--- config.mk ---
export PLATFORM = sky130hd
export DESIGN_NAME = star_map_window_threshold
export DESIGN_NICKNAME = d
export VERILOG_FILES = /design/src/hw/rtl/smw_pkg.sv /design/src/hw/rtl/smw_ram.sv /design/src/hw/rtl/smw_core.sv /design/src/hw/rtl/smw_out_queue.sv /design/src/hw/rtl/star_map_window_threshold.sv
export SDC_FILE = /design/constraint.sdc
export NUM_CORES = 2
export LEC_CHECK = 0
export ABC_CLOCK_PERIOD_IN_PS = 11150
export BUFFER_PORTS_ARGS = -buffer_cell sky130_fd_sc_hd__buf_2
export CAP_MARGIN = 5
export CORE_MARGIN = 4
export CORE_UTILIZATION = 55
export CTS_CLUSTER_SIZE = 10
export DETAILED_ROUTE_END_ITERATION = 7
export PLACE_DENSITY_LB_ADDON = 0.12
export SLEW_MARGIN = 20
export SYNTH_ARGS = -nofsm -noshare
export SYNTH_HDL_FRONTEND = slang
export SYNTH_SLANG_ARGS = --single-unit
--- constraint.sdc ---
create_clock -name aclk -period 11.15 [get_ports aclk]
set_input_delay 2.23 -clock aclk [delete_from_list [all_inputs] [get_ports aclk]]
set_output_delay 2.23 -clock aclk [all_outputs]
set_load 0.05 [all_outputs]
--- src/hw/rtl/smw_pkg.sv ---
`timescale 1ns / 1ps
// ----------------------------------------------------------------------------
// smw_pkg: shared types and constants of the star map window threshold
// Field widths, register indexes, clamp limits and the result record types.
// ----------------------------------------------------------------------------
package smw_pkg;

    localparam int PIX_W      = 5;
    localparam int ROW_W      = 10;
    localparam int OCOL_W     = 7;
    localparam int SUM_W      = 8;
    localparam int ROWS_CFG_W = 11;
    localparam int COLS_CFG_W = 8;
    localparam int CFG_DATA_W = 11;
    localparam int CFG_IDX_W  = 1;
    localparam int S_TDATA_W  = 8;
    localparam int M_TDATA_W  = 32;

    localparam int MAX_COLS_DEF = 128;

    // up to four results per pixel, plus one still waiting at the output
    localparam int MAX_RES     = 4;
    localparam int QUEUE_DEPTH = MAX_RES + 1;
    localparam int CNT_W       = $clog2(QUEUE_DEPTH + 1);

    // register indexes
    localparam logic [CFG_IDX_W-1:0] REG_ROWS = 1'd0;
    localparam logic [CFG_IDX_W-1:0] REG_COLS = 1'd1;

    localparam logic [ROWS_CFG_W-1:0] ROWS_RESET = 11'd6;
    localparam logic [COLS_CFG_W-1:0] COLS_RESET = 8'd8;
    localparam logic [ROWS_CFG_W-1:0] ROWS_MIN   = 11'd2;
    localparam logic [ROWS_CFG_W-1:0] ROWS_MAX   = 11'd1024;
    localparam int                    COLS_MIN   = 2;

    localparam logic [PIX_W-1:0] PIX_CLAMP = 5'd20;

    // sum/5 > 10 is exactly sum > 50
    localparam int STAR_DIV    = 5;
    localparam int STAR_THRESH = 10;
    localparam logic [SUM_W-1:0] STAR_LIMIT = SUM_W'(STAR_DIV * STAR_THRESH);

    typedef struct packed {
        logic [ROW_W-1:0]  row;
        logic [OCOL_W-1:0] col;
        logic [SUM_W-1:0]  sum;
        logic              star;
        logic              last;
    } rec_t;

    typedef struct packed {
        rec_t [MAX_RES-1:0] rec;
        logic [CNT_W-1:0]   n;
    } res_t;

    typedef struct packed {
        logic [CNT_W-1:0] cnt;
        logic             ready;
    } q_stat_t;

    function automatic rec_t make_rec(input logic [ROW_W-1:0]  row,
                                      input logic [OCOL_W-1:0] col,
                                      input logic [SUM_W-1:0]  sum,
                                      input logic              last);
        rec_t r;
        r.row  = row;
        r.col  = col;
        r.sum  = sum;
        r.star = (sum > STAR_LIMIT);
        r.last = last;
        return r;
    endfunction

endpackage

--- src/hw/rtl/smw_ram.sv ---
`timescale 1ns / 1ps
// ----------------------------------------------------------------------------
// smw_ram: generic simple dual-port RAM
// One write port, one read port with registered read data.
// ----------------------------------------------------------------------------
module smw_ram #(
    parameter int WIDTH = 8,
    parameter int DEPTH = 128
) (
    input  logic                     aclk,
    input  logic                     we,
    input  logic [$clog2(DEPTH)-1:0] waddr,
    input  logic [WIDTH-1:0]         wdata,
    input  logic [$clog2(DEPTH)-1:0] raddr,
    output logic [WIDTH-1:0]         rdata
);

    logic [WIDTH-1:0] mem_reg [DEPTH];
    logic [WIDTH-1:0] rdata_reg;

    always_ff @(posedge aclk) begin
        if (we) begin
            mem_reg[waddr] <= wdata;
        end
        rdata_reg <= mem_reg[raddr];
    end

    assign rdata = rdata_reg;

endmodule

--- src/hw/rtl/smw_core.sv ---
`timescale 1ns / 1ps
// ----------------------------------------------------------------------------
// smw_core: raster position, line buffer and 3x3 window sums
// Keeps the two previous rows in a RAM and the two previous columns in
// registers, and builds the results that one pixel completes.
// ----------------------------------------------------------------------------
module smw_core #(
    parameter int MAX_COLS = smw_pkg::MAX_COLS_DEF
) (
    input  logic                               aclk,
    input  logic                               aresetn,
    input  logic                               accept,
    input  logic [smw_pkg::PIX_W-1:0]          pix_raw,
    input  logic [smw_pkg::ROWS_CFG_W-1:0]     rows_cfg,
    input  logic [smw_pkg::COLS_CFG_W-1:0]     cols_cfg,
    output smw_pkg::res_t                      res
);

    localparam int COL_W = (MAX_COLS > 1) ? $clog2(MAX_COLS) : 1;
    localparam int CMP_W = (COL_W + 1 > smw_pkg::COLS_CFG_W) ? COL_W + 1
                                                              : smw_pkg::COLS_CFG_W;
    localparam int PW    = smw_pkg::PIX_W;
    localparam int SW    = smw_pkg::SUM_W;
    localparam int RW    = smw_pkg::ROW_W;

    logic [RW-1:0]    row_reg, row_next;
    logic [COL_W-1:0] col_reg, col_next;
    logic [PW-1:0]    wc_reg [6];

    logic [PW-1:0]                     pix;
    logic [smw_pkg::ROWS_CFG_W-1:0]    rows_eff;
    logic [CMP_W-1:0]                  cols_ext, cols_eff;
    logic                              lastc, lastr, r_ge1, r_ge2, c_ge1, c_ge2, e1;
    logic [COL_W-1:0]                  raddr;
    logic [2*PW-1:0]                   rd, wdata;
    logic [PW-1:0]                     top2, mid2;
    logic [SW-1:0]                     lo0, lo1, lo2, hi0, hi1, hi2;
    logic [SW-1:0]                     sum_a, sum_b, sum_c, sum_d;
    logic [RW-1:0]                     rm1;
    logic [COL_W-1:0]                  cm1;
    logic [smw_pkg::OCOL_W-1:0]        oc, ocm1;
    smw_pkg::rec_t                     rec_b, rec_c;

    assign pix = (pix_raw > smw_pkg::PIX_CLAMP) ? smw_pkg::PIX_CLAMP : pix_raw;

    always_comb begin
        if (rows_cfg < smw_pkg::ROWS_MIN) begin
            rows_eff = smw_pkg::ROWS_MIN;
        end else if (rows_cfg > smw_pkg::ROWS_MAX) begin
            rows_eff = smw_pkg::ROWS_MAX;
        end else begin
            rows_eff = rows_cfg;
        end
    end

    assign cols_ext = CMP_W'(cols_cfg);

    always_comb begin
        if (cols_ext < CMP_W'(smw_pkg::COLS_MIN)) begin
            cols_eff = CMP_W'(smw_pkg::COLS_MIN);
        end else if (cols_ext > CMP_W'(MAX_COLS)) begin
            cols_eff = CMP_W'(MAX_COLS);
        end else begin
            cols_eff = cols_ext;
        end
    end

    assign lastc = (CMP_W'(col_reg) + CMP_W'(1)) >= cols_eff;
    assign lastr = (smw_pkg::ROWS_CFG_W'(row_reg) + smw_pkg::ROWS_CFG_W'(1)) >= rows_eff;
    assign r_ge1 = (row_reg != '0);
    assign r_ge2 = (row_reg >= RW'(2));
    assign c_ge1 = (col_reg != '0);
    assign c_ge2 = (CMP_W'(col_reg) >= CMP_W'(2));
    assign e1    = r_ge1 && c_ge1;

    assign col_next = lastc ? '0 : col_reg + COL_W'(1);

    always_comb begin
        row_next = row_reg;
        if (lastc) begin
            row_next = lastr ? '0 : row_reg + RW'(1);
        end
    end

    // read ahead: the word for the next pixel is ready when it arrives
    assign raddr = accept ? col_next : col_reg;
    // word layout: upper half two rows back, lower half one row back
    assign wdata = {rd[PW-1:0], pix};

    smw_ram #(
        .WIDTH (2 * PW),
        .DEPTH (MAX_COLS)
    ) u_line_ram (
        .aclk  (aclk),
        .we    (accept),
        .waddr (col_reg),
        .wdata (wdata),
        .raddr (raddr),
        .rdata (rd)
    );

    assign top2 = rd[2*PW-1:PW];
    assign mid2 = rd[PW-1:0];

    // column sums: lo over the middle and bottom rows, hi adds the top row
    assign lo0 = SW'(wc_reg[4]) + SW'(wc_reg[5]);
    assign lo1 = SW'(wc_reg[1]) + SW'(wc_reg[2]);
    assign lo2 = SW'(mid2) + SW'(pix);
    assign hi0 = lo0 + (r_ge2 ? SW'(wc_reg[3]) : '0);
    assign hi1 = lo1 + (r_ge2 ? SW'(wc_reg[0]) : '0);
    assign hi2 = lo2 + (r_ge2 ? SW'(top2) : '0);

    assign sum_a = (c_ge2 ? hi0 : '0) + hi1 + hi2;
    assign sum_b = hi1 + hi2;
    assign sum_c = (c_ge2 ? lo0 : '0) + lo1 + lo2;
    assign sum_d = lo1 + lo2;

    assign rm1  = row_reg - RW'(1);
    assign cm1  = col_reg - COL_W'(1);
    assign oc   = smw_pkg::OCOL_W'(col_reg);
    assign ocm1 = smw_pkg::OCOL_W'(cm1);

    assign rec_b = smw_pkg::make_rec(rm1, oc, sum_b, !lastr);
    assign rec_c = smw_pkg::make_rec(row_reg, ocm1, sum_c, 1'b0);

    // order: above-left, above (last column), left (last row), own pixel
    always_comb begin
        if (!e1) begin
            res.n = '0;
        end else if (lastc && lastr) begin
            res.n = smw_pkg::CNT_W'(4);
        end else if (lastc || lastr) begin
            res.n = smw_pkg::CNT_W'(2);
        end else begin
            res.n = smw_pkg::CNT_W'(1);
        end
        res.rec[0] = smw_pkg::make_rec(rm1, ocm1, sum_a, !(lastc || lastr));
        res.rec[1] = lastc ? rec_b : rec_c;
        if (!lastc) begin
            res.rec[1].last = 1'b1;
        end
        res.rec[2] = rec_c;
        res.rec[3] = smw_pkg::make_rec(row_reg, oc, sum_d, 1'b1);
    end

    always_ff @(posedge aclk) begin
        if (!aresetn) begin
            row_reg <= '0;
            col_reg <= '0;
            for (int k = 0; k < 6; k++) begin
                wc_reg[k] <= '0;
            end
        end else if (accept) begin
            row_reg   <= row_next;
            col_reg   <= col_next;
            wc_reg[3] <= wc_reg[0];
            wc_reg[4] <= wc_reg[1];
            wc_reg[5] <= wc_reg[2];
            wc_reg[0] <= top2;
            wc_reg[1] <= mid2;
            wc_reg[2] <= pix;
        end
    end

endmodule

--- src/hw/rtl/smw_out_queue.sv ---
`timescale 1ns / 1ps
// ----------------------------------------------------------------------------
// smw_out_queue: result queue
// Takes the up to four results of one pixel at once and hands them out one
// per transfer; head slot drives the output.
// ----------------------------------------------------------------------------
module smw_out_queue (
    input  logic               aclk,
    input  logic               aresetn,
    input  logic               load,
    input  smw_pkg::res_t      res,
    input  logic               m_tready,
    output logic               m_tvalid,
    output smw_pkg::rec_t      m_rec,
    output smw_pkg::q_stat_t   stat
);

    localparam int DEPTH = smw_pkg::QUEUE_DEPTH;
    localparam int CW    = smw_pkg::CNT_W;

    smw_pkg::rec_t    q_reg  [DEPTH];
    smw_pkg::rec_t    q_next [DEPTH];
    logic [CW-1:0]    cnt_reg, cnt_next, base;
    logic             run_reg;
    logic             take;

    assign m_tvalid = (cnt_reg != '0);
    assign take     = m_tvalid && m_tready;
    assign base     = cnt_reg - CW'(take);
    assign m_rec    = q_reg[0];

    assign stat.cnt   = cnt_reg;
    assign stat.ready = run_reg && (cnt_reg <= CW'(1));

    always_comb begin
        for (int i = 0; i < DEPTH - 1; i++) begin
            q_next[i] = take ? q_reg[i+1] : q_reg[i];
        end
        q_next[DEPTH-1] = q_reg[DEPTH-1];
        for (int i = 0; i < DEPTH; i++) begin
            for (int j = 0; j < smw_pkg::MAX_RES; j++) begin
                if (load && (CW'(j) < res.n) && (base + CW'(j) == CW'(i))) begin
                    q_next[i] = res.rec[j];
                end
            end
        end
        cnt_next = base + (load ? res.n : '0);
    end

    always_ff @(posedge aclk) begin
        for (int i = 0; i < DEPTH; i++) begin
            q_reg[i] <= q_next[i];
        end
    end

    always_ff @(posedge aclk) begin
        if (!aresetn) begin
            cnt_reg <= '0;
            run_reg <= 1'b0;
        end else begin
            cnt_reg <= cnt_next;
            run_reg <= 1'b1;
        end
    end

endmodule

--- src/hw/rtl/star_map_window_threshold.sv ---
`timescale 1ns / 1ps
// ----------------------------------------------------------------------------
// star_map_window_threshold: streaming 3x3 brightness sum and star test
// Top level: configuration registers, window core and result queue.
// ----------------------------------------------------------------------------
// Pixels arrive in raster order, one per transfer, and each is clamped to 20.
// A pixel that completes one result is followed by the next in the next cycle,
// even while the previous result is still held at the output. A pixel in the
// last column or last row completes two results and the final pixel of a frame
// four; the queue hands them out one per cycle while m_tready is high, and such
// a pixel holds off the input until at most one result is left, a limit set by
// the single output port of the result queue. The two previous rows sit in a
// MAX_COLS x 10 bit RAM whose registered read is fetched one pixel ahead. There
// is no clearing pass after reset. The user must write rows and columns per
// frame only while the block is idle; the block itself does not enforce this.
// ----------------------------------------------------------------------------
module star_map_window_threshold #(
    parameter int MAX_COLS = smw_pkg::MAX_COLS_DEF
) (
    input  logic                              aclk,
    input  logic                              aresetn,
    // input stream
    input  logic                              s_tvalid,
    output logic                              s_tready,
    input  logic [smw_pkg::S_TDATA_W-1:0]     s_tdata,   // [4:0] brightness
    // result stream
    output logic                              m_tvalid,
    input  logic                              m_tready,
    // [9:0] out_row, [16:10] out_col, [24:17] window_sum, [25] is_star
    output logic [smw_pkg::M_TDATA_W-1:0]     m_tdata,
    output logic                              m_tlast,   // run_end
    // configuration
    input  logic                              cfg_wr_en,
    input  logic [smw_pkg::CFG_IDX_W-1:0]     cfg_index,
    input  logic [smw_pkg::CFG_DATA_W-1:0]    cfg_wdata
);

    logic [smw_pkg::ROWS_CFG_W-1:0] rows_reg;
    logic [smw_pkg::COLS_CFG_W-1:0] cols_reg;
    logic                           load;
    smw_pkg::res_t                  res;
    smw_pkg::rec_t                  rec;
    smw_pkg::q_stat_t               stat;

    always_ff @(posedge aclk) begin
        if (!aresetn) begin
            rows_reg <= smw_pkg::ROWS_RESET;
            cols_reg <= smw_pkg::COLS_RESET;
        end else if (cfg_wr_en) begin
            unique case (cfg_index)
                smw_pkg::REG_ROWS: rows_reg <= cfg_wdata[smw_pkg::ROWS_CFG_W-1:0];
                smw_pkg::REG_COLS: cols_reg <= cfg_wdata[smw_pkg::COLS_CFG_W-1:0];
                default: ;
            endcase
        end
    end

    assign s_tready = stat.ready;
    assign load     = s_tvalid && s_tready;

    smw_core #(
        .MAX_COLS (MAX_COLS)
    ) u_core (
        .aclk     (aclk),
        .aresetn  (aresetn),
        .accept   (load),
        .pix_raw  (s_tdata[smw_pkg::PIX_W-1:0]),
        .rows_cfg (rows_reg),
        .cols_cfg (cols_reg),
        .res      (res)
    );

    smw_out_queue u_queue (
        .aclk     (aclk),
        .aresetn  (aresetn),
        .load     (load),
        .res      (res),
        .m_tready (m_tready),
        .m_tvalid (m_tvalid),
        .m_rec    (rec),
        .stat     (stat)
    );

    assign m_tdata = {6'b0, rec.star, rec.sum, rec.col, rec.row};
    assign m_tlast = rec.last;

`ifndef SYNTHESIS
    // queue never holds more than one waiting result plus one pixel's worth
    a_queue_bound: assert property (@(posedge aclk) disable iff (!aresetn)
        stat.cnt <= smw_pkg::CNT_W'(smw_pkg::QUEUE_DEPTH))
        else $error("result queue overfilled");

    // a result that is not the last of its pixel always has a successor queued
    a_run_whole: assert property (@(posedge aclk) disable iff (!aresetn)
        (m_tvalid && m_tready && !m_tlast) |-> (stat.cnt >= smw_pkg::CNT_W'(2)))
        else $error("result run broken up");

    // a pixel completes none, one, two or four results
    a_res_count: assert property (@(posedge aclk) disable iff (!aresetn)
        load |-> (res.n == smw_pkg::CNT_W'(0) || res.n == smw_pkg::CNT_W'(1) ||
                  res.n == smw_pkg::CNT_W'(2) || res.n == smw_pkg::CNT_W'(4)))
        else $error("bad result count for a pixel");
`endif

endmodule

After elaboration in Yosys (flattened, before gate mapping)
Memory sizes are Yosys's and may differ from the RTL's. A register that Yosys moved wholly into a read port is not among the register bits.
Cells that the tools add are included.
- bits of input ports: 25
- bits in registers: 40
- memories: 3
- memory bits (writable): 1445
- word-level logic and storage cells: 170
- memory list (memory ; words ; width ; rd ports ; clocked after memory_dff ; wr ports ; RTL line ; text):
    u_core.u_line_ram.mem_reg ; 128 ; 10 ; 1 ; 1 ; 1 ; smw_ram.sv:18 ; logic [WIDTH-1:0] mem_reg [DEPTH];
    u_queue.q_reg ; 5 ; 27 ; 5 ; 0 ; 5 ; smw_out_queue.sv:21 ; smw_pkg::rec_t q_reg [DEPTH];
    u_core.wc_reg ; 6 ; 5 ; 6 ; 0 ; 6 ; smw_core.sv:28 ; logic [PW-1:0] wc_reg [6];
- add/sub/neg operators: 23
- eq/ne operators: 16
- magnitude comparators: 18
- bitwise gates (word level): 7
- muxes and demuxes: 55
- reduce and logical (&&, ||, !) cells: 42
- operator list (kind ; count):
    27-bit two-way mux ; 25
    8-bit adder ; 9
    5-bit two-way mux ; 10
    8-bit by 6-bit greater-than comparator with 1-bit output, second input constant ; 4
    8-bit two-way mux ; 4
    1-bit logical AND ; 29
    3-bit by 2-bit equality test with 1-bit output, second input constant ; 8
    11-bit two-way mux ; 2
    5-bit by 5-bit adder with 6-bit output ; 3
    7-bit two-way mux ; 2
    3-bit by 1-bit equality test with 1-bit output, second input constant ; 4
    3-bit equality test, second input constant ; 4
    3-bit logical NOT ; 4
    10-bit by 1-bit adder with 11-bit output, second input constant ; 1
    11-bit greater-or-equal comparator ; 1
    11-bit greater-than comparator, second input constant ; 1
    11-bit by 2-bit less-than comparator with 1-bit output, second input constant ; 1
    10-bit by 1-bit adder with 10-bit output, second input constant ; 1
    10-bit by 2-bit greater-or-equal comparator with 1-bit output, second input constant ; 1
    10-bit two-way mux ; 1
    10-bit nonzero test ; 1
    10-bit by 1-bit subtractor with 10-bit output, second input constant ; 1
    3-bit two-way mux ; 3
    7-bit by 1-bit adder with 8-bit output, second input constant ; 1
    23 further kinds ; 40

Logic depth before layout (Yosys ltp)
- word-level depth: 15
- depth in mapped cells: 27
- gate-level depth less buffers: 24

Cells and area by module
From an unflattened synthesis, not the netlist that was laid out.
- cells, all modules: 3740
- area, all modules: 65410.2 µm²
- modules (own cells, without submodules) (module ; cells an instance ; area an instance (µm²) ; instances):
    smw_ram ; 1998 ; 49354.8 ; 1
    smw_out_queue ; 946 ; 9203.8 ; 1
    smw_core ; 710 ; 6040.8 ; 1
    star_map_window_threshold ; 86 ; 810.8 ; 1

Worst setup path before layout
OpenSTA, ideal clock, no wires.
- path kind: input to register
- start: input port s_tdata[4] (netlist name)
- end: memory u_queue.q_reg[0][55] (netlist name) (data pin)
- data required time: 11.005 ns
- path buffers: 0
- setup slack: 1.354 ns
- arrival: 9.651 ns
- stages: 18
- cells stage by stage: nor2b_1 -> ha_1 -> xnor2_1 -> ha_1 -> xnor2_1 -> inv_1 -> fa_1 -> inv_1 -> ha_1 -> nor2b_1 -> o21a_1 -> o21ai_0 -> or4b_2 -> o311a_1 -> o211a_1 -> o2111ai_1 -> o211ai_1 -> o21ai_1
- RTL lines (item ; RTL line ; text):
    start: declaration ; star_map_window_threshold.sv:25 ; input logic [smw_pkg::S_TDATA_W-1:0] s_tdata,
    end: declaration ; smw_out_queue.sv:21 ;

==> qor_table.md <==
| Metric | Value | Unit |
| --- | --- | --- |
| Synth Flop Type | sky130_fd_sc_hd__edfxtp_1 | - |
| Required time worst endpoint | 11.78 | ns |
| Root Buffer | sky130_fd_sc_hd__clkbuf_16 | - |
| Type of element launching the critical path | primary input | - |
| Post-Route Setup TNS | 0 | ns |
| Total area of sequential cells | 44310 | sq um |
| Mean instance size in the synthesized netlist | 13.87 | sq um |
| Cell Count Post-Placement | 6070 | - |
| Largest buffer count on any clock path | 3 | - |
| Asr flop ratio synth | 0 | % |
| Post-synthesis cell type count | 81 | - |
| Number of instances on the worst hold path | 2 | - |
| Portion of the post-synthesis area used by sequential elements | 67.71 | % |
| Number of buffers inserted by hold repair at cts | 0 | - |
| First DRT Iteration DRCs | 4783 | - |
| DIE AREA | 124500 | sq um |
| Post-synthesis register bit count | 1495 | - |
| Synthesized instance count | 4716 | - |
| Max FFs per register | 1280 | - |
| Outcome | finished, final reports clean | - |
| Area growth from synthesis to layout | 9.935 | % |
| Non-filler instance count after layout | 6330 | - |
| Total Power Consumption | 14.94 | mW |
| CP arrival | 8.50 | ns |
| Routed wirelength normalized by instance count | 27.01 | um |
| Global-route wire length before repair | 252.5 | mm |
| FF-to-FF End | u_core.u_line_ram.rdata[0] | - |
| Post-cts sizing count | 0 | - |
| Pre-CTS setup slack | 2.561 | ns |
| Share of cells above drive strength 1 | 11.86 | % |
| Mapped Area | 65410 | sq um |
| Highest Clock Rate | 127.1 | MHz |
| Count of maximum capacitance violations | 0 | - |
| Clock net sink count | 1495 | - |
| Post-route clock period utilization | 70.55 | % |
| CP endpoint kind | flip-flop | - |
| Area of the multi-input gates | 19550 | sq um |
| Worst slew margin relative to its limit | 24.38 | % |
| Floorplan Core Area | 118100 | sq um |
| Most frequent cells after synthesis | sky130_fd_sc_hd__edfxtp_1, sky130_fd_sc_hd__nand2_1, sky130_fd_sc_hd__nand3_1, sky130_fd_sc_hd__nor2_1, sky130_fd_sc_hd__mux2i_1 | - |
| Number of port buffers | 50 | - |
| Origin of the worst min-delay path | cols_reg[0] | - |
| Post-DP HPWL | 100.1 | mm |
| Maximum number of pins on one net before global-route repair | 172 | - |
| Unrepaired setup endpoints after global routing | false | - |
| Total congestion overflow | 0 | - |
| Count of cells along the worst register-to-register path | 17 | - |
| Die extent in x | 352.9 | um |
| Final ANT Viol Nets | 0 | - |
| I/O pins | 60 | - |
| Die boundary height | 352.9 | um |
| Drt first pass iters | 6 | - |
| Post-CTS setup repair buffer count | 0 | - |
| Number of antenna violations at the first check in global routing | 5 | - |
| Register-to-register path setup slack | 3.35 | ns |
| Power per unit of standard cell area | 207.8 | nW/um^2 |
| Critical setup path kind | in -> reg | - |
| Wirelength, routed | 171.0 | mm |
| Cell types with the largest area share after synthesis | sky130_fd_sc_hd__edfxtp_1, sky130_fd_sc_hd__mux4_2, sky130_fd_sc_hd__nand2_1 | - |
| Skew final | 0.04231 | ns |
| Vias per cell | 6.352 | - |
| Minimum setup slack in the final design | 3.284 | ns |
| Final critical path time including I/O delays and setup | 7.866 | ns |
| CTS buffer count | 171 | - |
| Launch instance of the worst register-to-register path | u_core.col_reg[0] | - |
| Starting Density | 55.40 | % |
| Via count of the routed design | 40207 | - |
| Least-Margin Pin Slew | 1.134 | ns |
| EDFF count, synth | 1435 | - |
| Peak supply drop | 0.0001746 | V |
| Post-route DRC violation count | 0 | - |
| Vias in the first global route | 38449 | - |
| Area share of the largest cell type after synthesis | 65.88 | % |
| Cell with the most instances after synthesis | sky130_fd_sc_hd__edfxtp_1 | - |
| Leakage power | 24.24 | nW |
| Final weighted congestion of routability-driven global placement | 0.8812 | - |
| Cell taking the most area after synthesis | sky130_fd_sc_hd__edfxtp_1 | - |
| End of the worst hold path | cols_reg[0] | - |
| Register clock-pin slew on the reported worst setup and hold paths | 0.06 | ns |
| CTS tree | yes | - |
| H-tree levels | 4 | - |
| Worst hold slack after final layout | 0.4823 | ns |
| Number of pins exceeding their max-slew limit in the final report | 0 | - |
| Largest fanout on the critical path | 74 | - |
| Post-layout net count | 4844 | - |
| Clock Latency Late Sink | 0.80 | ns |
| Number of warnings printed during yosys synthesis | 0 | - |
| Gr usage total | 27.06 | % |
| Number of cell rows | 126 | - |
| Endpoints failing setup | 0 | - |
| Fill cell instance count of the final layout | 8817 | - |
| Hold/Removal Path Class | reg -> reg | - |
| Final hold vios | 0 | - |
## critical path, stage by stage
cell and delay [ns]:
sky130_fd_sc_hd__buf_4 0.71, sky130_fd_sc_hd__o21ai_0 0.29, sky130_fd_sc_hd__and2_4 0.39, sky130_fd_sc_hd__ha_1 0.28, sky130_fd_sc_hd__inv_1 0.08, sky130_fd_sc_hd__fa_1 0.40, sky130_fd_sc_hd__inv_1 0.20, sky130_fd_sc_hd__ha_1 0.30
sky130_fd_sc_hd__a21o_1 0.17, sky130_fd_sc_hd__a21oi_1 0.18, sky130_fd_sc_hd__xnor2_1 0.19, sky130_fd_sc_hd__inv_1 0.10, sky130_fd_sc_hd__fa_1 0.51, sky130_fd_sc_hd__inv_1 0.04, sky130_fd_sc_hd__ha_1 0.30, sky130_fd_sc_hd__nor2b_1 0.14
sky130_fd_sc_hd__o21a_1 0.18, sky130_fd_sc_hd__o21ai_0 0.20, sky130_fd_sc_hd__or4b_2 0.60, sky130_fd_sc_hd__o311a_1 0.25, sky130_fd_sc_hd__o211a_1 0.23, sky130_fd_sc_hd__o21ai_0 0.19, sky130_fd_sc_hd__a221oi_1 0.10, sky130_fd_sc_hd__a21oi_1 0.20
## per-layer routing
| layer | track usage [%] | share of wire, % | wire length (um) | vias up |
|---|---|---|---|---|
| li1 | - | - | - | 17808 |
| met1 | 38.60 | 41 | 69770 | 20012 |
| met2 | 42.38 | 47 | 80050 | 2033 |
| met3 | 5.010 | 9.1 | 15570 | 350 |
| met4 | 9.333 | 3.2 | 5536 | 4 |
| met5 | 0 | 0.013 | 22 | - |
## logic make-up after synthesis
group                    count (synthesis)  share of synthesized area (%)
multiplexers                           365                          8.648
AO/OA/AOI/OAI                          653                          6.387
adder cells (fa/ha/maj)                114                          2.437
flip-flops                            1495                          67.71
XOR/XNOR                                87                          1.186
buffers and inverters                  388                          2.749
other                                    1                       0.005733
AND/OR/NAND/NOR                       1613                          10.87
## where the power goes
part           internal [mW]  switching [mW]  leakage, nW
logic                  0.998            2.14         8.47
registers               6.57           0.176         13.4
clock network           2.87            2.18         2.37
## per-stage QoR
step | cell area (sq um) | util, %
after floorplan | 65430 | -
after global placement | 66940 | 56.69
after detailed placement | 66950 | 56.69
after CTS | 71860 | 60.85
after global routing | 71900 | 60.89
final | 71910 | 60.90
## placed cells by master, fill, tap and decap left out, types with 18 or more instances in the layout
cell,instances
sky130_fd_sc_hd__a21boi_0,18
sky130_fd_sc_hd__a21o_1,25
sky130_fd_sc_hd__a21oi_1,168
sky130_fd_sc_hd__a22oi_1,19
sky130_fd_sc_hd__a31oi_1,33
sky130_fd_sc_hd__a32oi_1,39
sky130_fd_sc_hd__and2_1,33
sky130_fd_sc_hd__and3_1,34
sky130_fd_sc_hd__buf_2,49
sky130_fd_sc_hd__buf_4,74
sky130_fd_sc_hd__clkbuf_1,59
sky130_fd_sc_hd__clkbuf_16,171
sky130_fd_sc_hd__dfxtp_1,55
sky130_fd_sc_hd__edfxtp_1,1435
sky130_fd_sc_hd__fa_1,23
sky130_fd_sc_hd__ha_1,89
sky130_fd_sc_hd__inv_1,69
sky130_fd_sc_hd__mux2i_1,204
sky130_fd_sc_hd__mux4_2,160
sky130_fd_sc_hd__nand2_1,699
sky130_fd_sc_hd__nand3_1,414
sky130_fd_sc_hd__nor2_1,271
sky130_fd_sc_hd__nor2_2,24
sky130_fd_sc_hd__nor3_1,27
sky130_fd_sc_hd__o211ai_1,30
sky130_fd_sc_hd__o21ai_0,107
sky130_fd_sc_hd__o221ai_1,20
sky130_fd_sc_hd__o22ai_1,87
sky130_fd_sc_hd__xnor2_1,58
sky130_fd_sc_hd__xor2_1,28
## worst max path at each step
stage	start	endpoint	slack [ns]	cells after the start
global route	s_tdata[4]	u_queue.q_reg[0][28]	2.97	24
detailed placement	s_tdata[4]	u_queue.q_reg[0][55]	2.56	24
finish	s_tdata[4]	u_queue.q_reg[0][28]	3.28	24
global placement	s_tdata[4]	u_queue.q_reg[0][82]	2.65	24
CTS	u_core.col_reg[0]	u_queue.q_reg[0][25]	3.33	17
floorplan	s_tdata[4]	u_queue.q_reg[0][55]	1.35	18
## layout make-up
type,instances,area share [%]
Tap cell,1536,2.673
Clock buffer,235,6.354
Antenna cell,4,0.01392
Multi-Input combinational cell,2838,27.18
Inverter,71,0.3741
Sequential cell,1495,61.62
Timing Repair Buffer,130,1.308
Clock inverter,21,0.4733
No activity file was read; power rests on OpenSTA's default activity.
